$ cat src/rtl/voa_ram.sv
// generic single-write, single-read ram with registered read data
`default_nettype none

module voa_ram #(
   parameter int WIDTH = 32,
   parameter int DEPTH = 128
) (
   input  wire logic                     clock,
   input  wire logic                     wr_en,
   input  wire logic [$clog2(DEPTH)-1:0] wr_addr,
   input  wire logic [WIDTH-1:0]         wr_data,
   input  wire logic                     rd_en,
   input  wire logic [$clog2(DEPTH)-1:0] rd_addr,
   output logic      [WIDTH-1:0]         rd_data
);

   logic [WIDTH-1:0] mem [DEPTH];

   always_ff @(posedge clock) begin
      if (wr_en) begin
         mem[wr_addr] <= wr_data;
      end
      if (rd_en) begin
         rd_data <= mem[rd_addr];
      end
   end

endmodule

`default_nettype wire

$ cat config.mk
export PLATFORM = sky130hd
export DESIGN_NAME = voa_ram
export DESIGN_NICKNAME = d
export VERILOG_FILES = /design/src/rtl/voa_ram.sv
export SDC_FILE = /design/constraint.sdc
export NUM_CORES = 2
export LEC_CHECK = 0
export BUFFER_PORTS_ARGS = -buffer_cell sky130_fd_sc_hd__buf_2
export CAP_MARGIN = 40
export CORE_ASPECT_RATIO = 0.75
export CORE_MARGIN = 2
export CORE_UTILIZATION = 60
export DETAILED_ROUTE_END_ITERATION = 7
export PLACE_DENSITY_LB_ADDON = 0.25
export SKIP_CTS_REPAIR_TIMING = 1
export SLEW_MARGIN = 15
export SYNTH_ARGS = -nofsm -noshare
export SYNTH_HDL_FRONTEND = slang
export SYNTH_SLANG_ARGS = --single-unit
$ cat constraint.sdc
create_clock -name clock -period 6.6 [get_ports clock]
set_input_delay 0.99 -clock clock [delete_from_list [all_inputs] [get_ports clock]]
set_output_delay 0.99 -clock clock [all_outputs]
set_load 0.02 [all_outputs]
==> results.toml <==
[critical_path]
crit_arrival_ps = 4680
cp-start-kind = "primary input"
crit_type = "in2reg"
crit_chain = "buf_12 > buf_12 > buf_4 > mux4_2 > mux4_2 > mux4_2 > mux2_2"
rr_endpoint = "rd_data[21]"
cp_common_cell = "mux4_2"
worst_setup_path_end_kind = "flop"
r2r_cells = 4
critPathSlowestCell = "mux4_2"
r2r_slack_ps = 3790
max_stage_delay_ps = 640
cp.required_ps = 7270
r2r-start = "mem[51][21]"
path_max_fanout = 69

[global_route]
antenna_found_initial = 68
grt_start_max_net_pins = 109
grt_pass1_vias = 72125
grt_usage_pct = 31.98
grt_first_pass_wirelength_microns = 577200
overflow = 0

[drt]
drt_wl_total_microns = 417900
num_vias = 73089
drcViolationCount = 0
viasPerCell = 7.142
ant_nets = 0
first_pass_iters = 6
drt_iter0_drc = 12475
wl_per_cell_microns = 40.84

[timing]
clock_skew_ps = 38.84
finalCritPeriodShare_pct = 60.85
maxSlewHeadroom_pct = 29.65
fin_crit_ps = 4016
tightest_slew_ps = 1055
drv_slew = 0
fmax_mhz = 249.0
setup_total_negative_slack_ps = 0
finalHoldViolCount = 0
rsz0062_at_grt = "false"
finalSetupViolations = 0

[floorplanning]
ios = 81
rows = 162
die_w_microns = 593.9
initial_core_util_pct = 60.31
die_h_microns = 446.4
core_sq_mm = 0.2597
design.die.area_sq_mm = 0.2651

[min_path]
min_path_cells = 1
min_from = "wr_data[17]"
hp-class = "in2reg"
hold_end = "mem[93][17]"

[cells_and_area]
layout_commonest_cell = "edfxtp_1"
drive_gt1_share_pct = 36.29
area_delta_synth_final_pct = 13.23
layout.nets = 6516
layout_common_cells = "edfxtp_1 (4128), mux4_2 (1344), clkbuf_16 (385)"
final_cells = 10233

[power_and_ir_drop]
switchingPower_mw = 11.33
pwr-share-seq_pct = 54.0
power_leakage_nw = 54.49
p_per_area_mw_per_mm2 = 303.2
internal_power_mw = 42.43
swShare_pct = 21.07
vdd_drop_max_mv = 0.2659
power_frac_comb_pct = 5.4
clockPowerShare_pct = 40.6

[placement]
routabilityCongestion = 0.8438
dp.final_hpwl_microns = 237100
dp_cells = 9513
port_buffers = 80

[yosys]
ys_seq_area_share_pct = 79.16
synth_area_sq_mm = 0.1566
synth_cells = 5990
yosysWarningCount = 0
postSynthAreaPerCell_sq_um = 26.14
syn-num-nets = 6039
synth_cell_types = 16
synth_seq_cells = 4128
ys_top_cells_by_area = "edfxtp_1 (79%), mux4_2 (19%), clkbuf_1 (0.44%), nor2_1 (0.29%), buf_2 (0.25%)"
synth_top_area_cell = "edfxtp_1"
synth_top_area_share_pct = 79.16

[clock_tree]
cts-root-buf = "clkbuf_16"
clockBufferDepth = 4
cts_tree = "yes"
cts_sinks = 4128
clock_latency_ps = 930
cts_buffers = 376
cts_max_level = 5
clkSlewWorstSetupHoldPaths_ps = 60

[job]
max_cap_violations = 0

[outcome]
status = "complete, no violations"
[kinds of logic after synthesis]
| kind of cell | synth area share (%) |
|---|---|
| muxes | 19.56 |
| buffers and inverters | 0.8373 |
| and+or+nand+nor | 0.4450 |
| DFF | 79.16 |
[power by group through the flow]
stage	Sequential [mW]	Combinational (mW)	Clock, mW
floorplan	29.6	1.40	0
global placement	29.6	2.73	0
detailed placement	29.6	2.80	0
CTS	29.0	2.83	22.0
global route	29.0	3.00	22.9
finish	29.0	2.90	21.8
[flip-flops by register name, indices dropped and copies added (netlist names)]
name / cells
rd_data: 32
mem: 4096
[cell usage after synthesis]
cell,instances
edfxtp_1,4128
mux4_2,1344
clkbuf_1,182
nor2_1,122
buf_2,79
buf_1,50
mux2_2,32
nand2_1,14
nand3_1,12
nor3_1,9
nor2b_1,7
buf_4,3
nand4_1,3
buf_6,2
nand2b_1,2
or3_1,1
[critical path: cells and delay by family]
family	cells	cell delay (ps)
muxes	4	2120
buffers and inverters	3	1220
[through the flow]
| step | util (%) | setup WS (ps) | hold slack (ps) | power, mW | area [sq um] |
|---|---|---|---|---|---|
| 6_report | 68.29 | 2584 | 464.5 | 53.75 | 177300 |
| 5_1_grt | 68.28 | 2552 | 464.2 | 54.92 | 177300 |
| 4_1_cts | 68.09 | 2696 | 417.1 | 53.84 | 176800 |
| 3_5_place_dp | 63.43 | 1737 | 1180 | 32.41 | 164700 |
| 3_3_place_gp | 63.01 | 1729 | 1170 | 32.33 | 163600 |
| 2_1_floorplan | - | 2371 | 1089 | 30.99 | 156600 |
[routing by layer]
| layer | track usage, % | vias up | wire, microns |
|---|---|---|---|
| met2 | 46.14 | 5657 | 187800 |
| met1 | 46.67 | 39267 | 148900 |
| met4 | 9.257 | 54 | 12760 |
| li1 | - | 27419 | - |
| met5 | 0.6516 | - | 328 |
| met3 | 11.74 | 692 | 68160 |
[worst max path at each step]
stage          startpoint           to  slack, ps  depth (start not counted)
2_1_floorplan       wr_en   mem[98][0]       2370                          3
3_3_place_gp   rd_addr[0]  rd_data[18]       1730                          6
3_5_place_dp   rd_addr[0]  rd_data[20]       1740                          7
4_1_cts        rd_addr[0]  rd_data[20]       2700                          7
5_1_grt        rd_addr[0]  rd_data[20]       2550                          7
6_report       rd_addr[0]   rd_data[8]       2580                          7
[area by class of cell]
class,instances,area (sq um)
multi-input combinational,1546,32290
tap,3444,4309
fill,14884,82340
timing repair buffer,415,4579
clock inverter,221,2210
sequential,4128,124000
antenna,22,55.05
clock buffer,457,9905
Note: power is estimated with default switching activity, not from simulation.
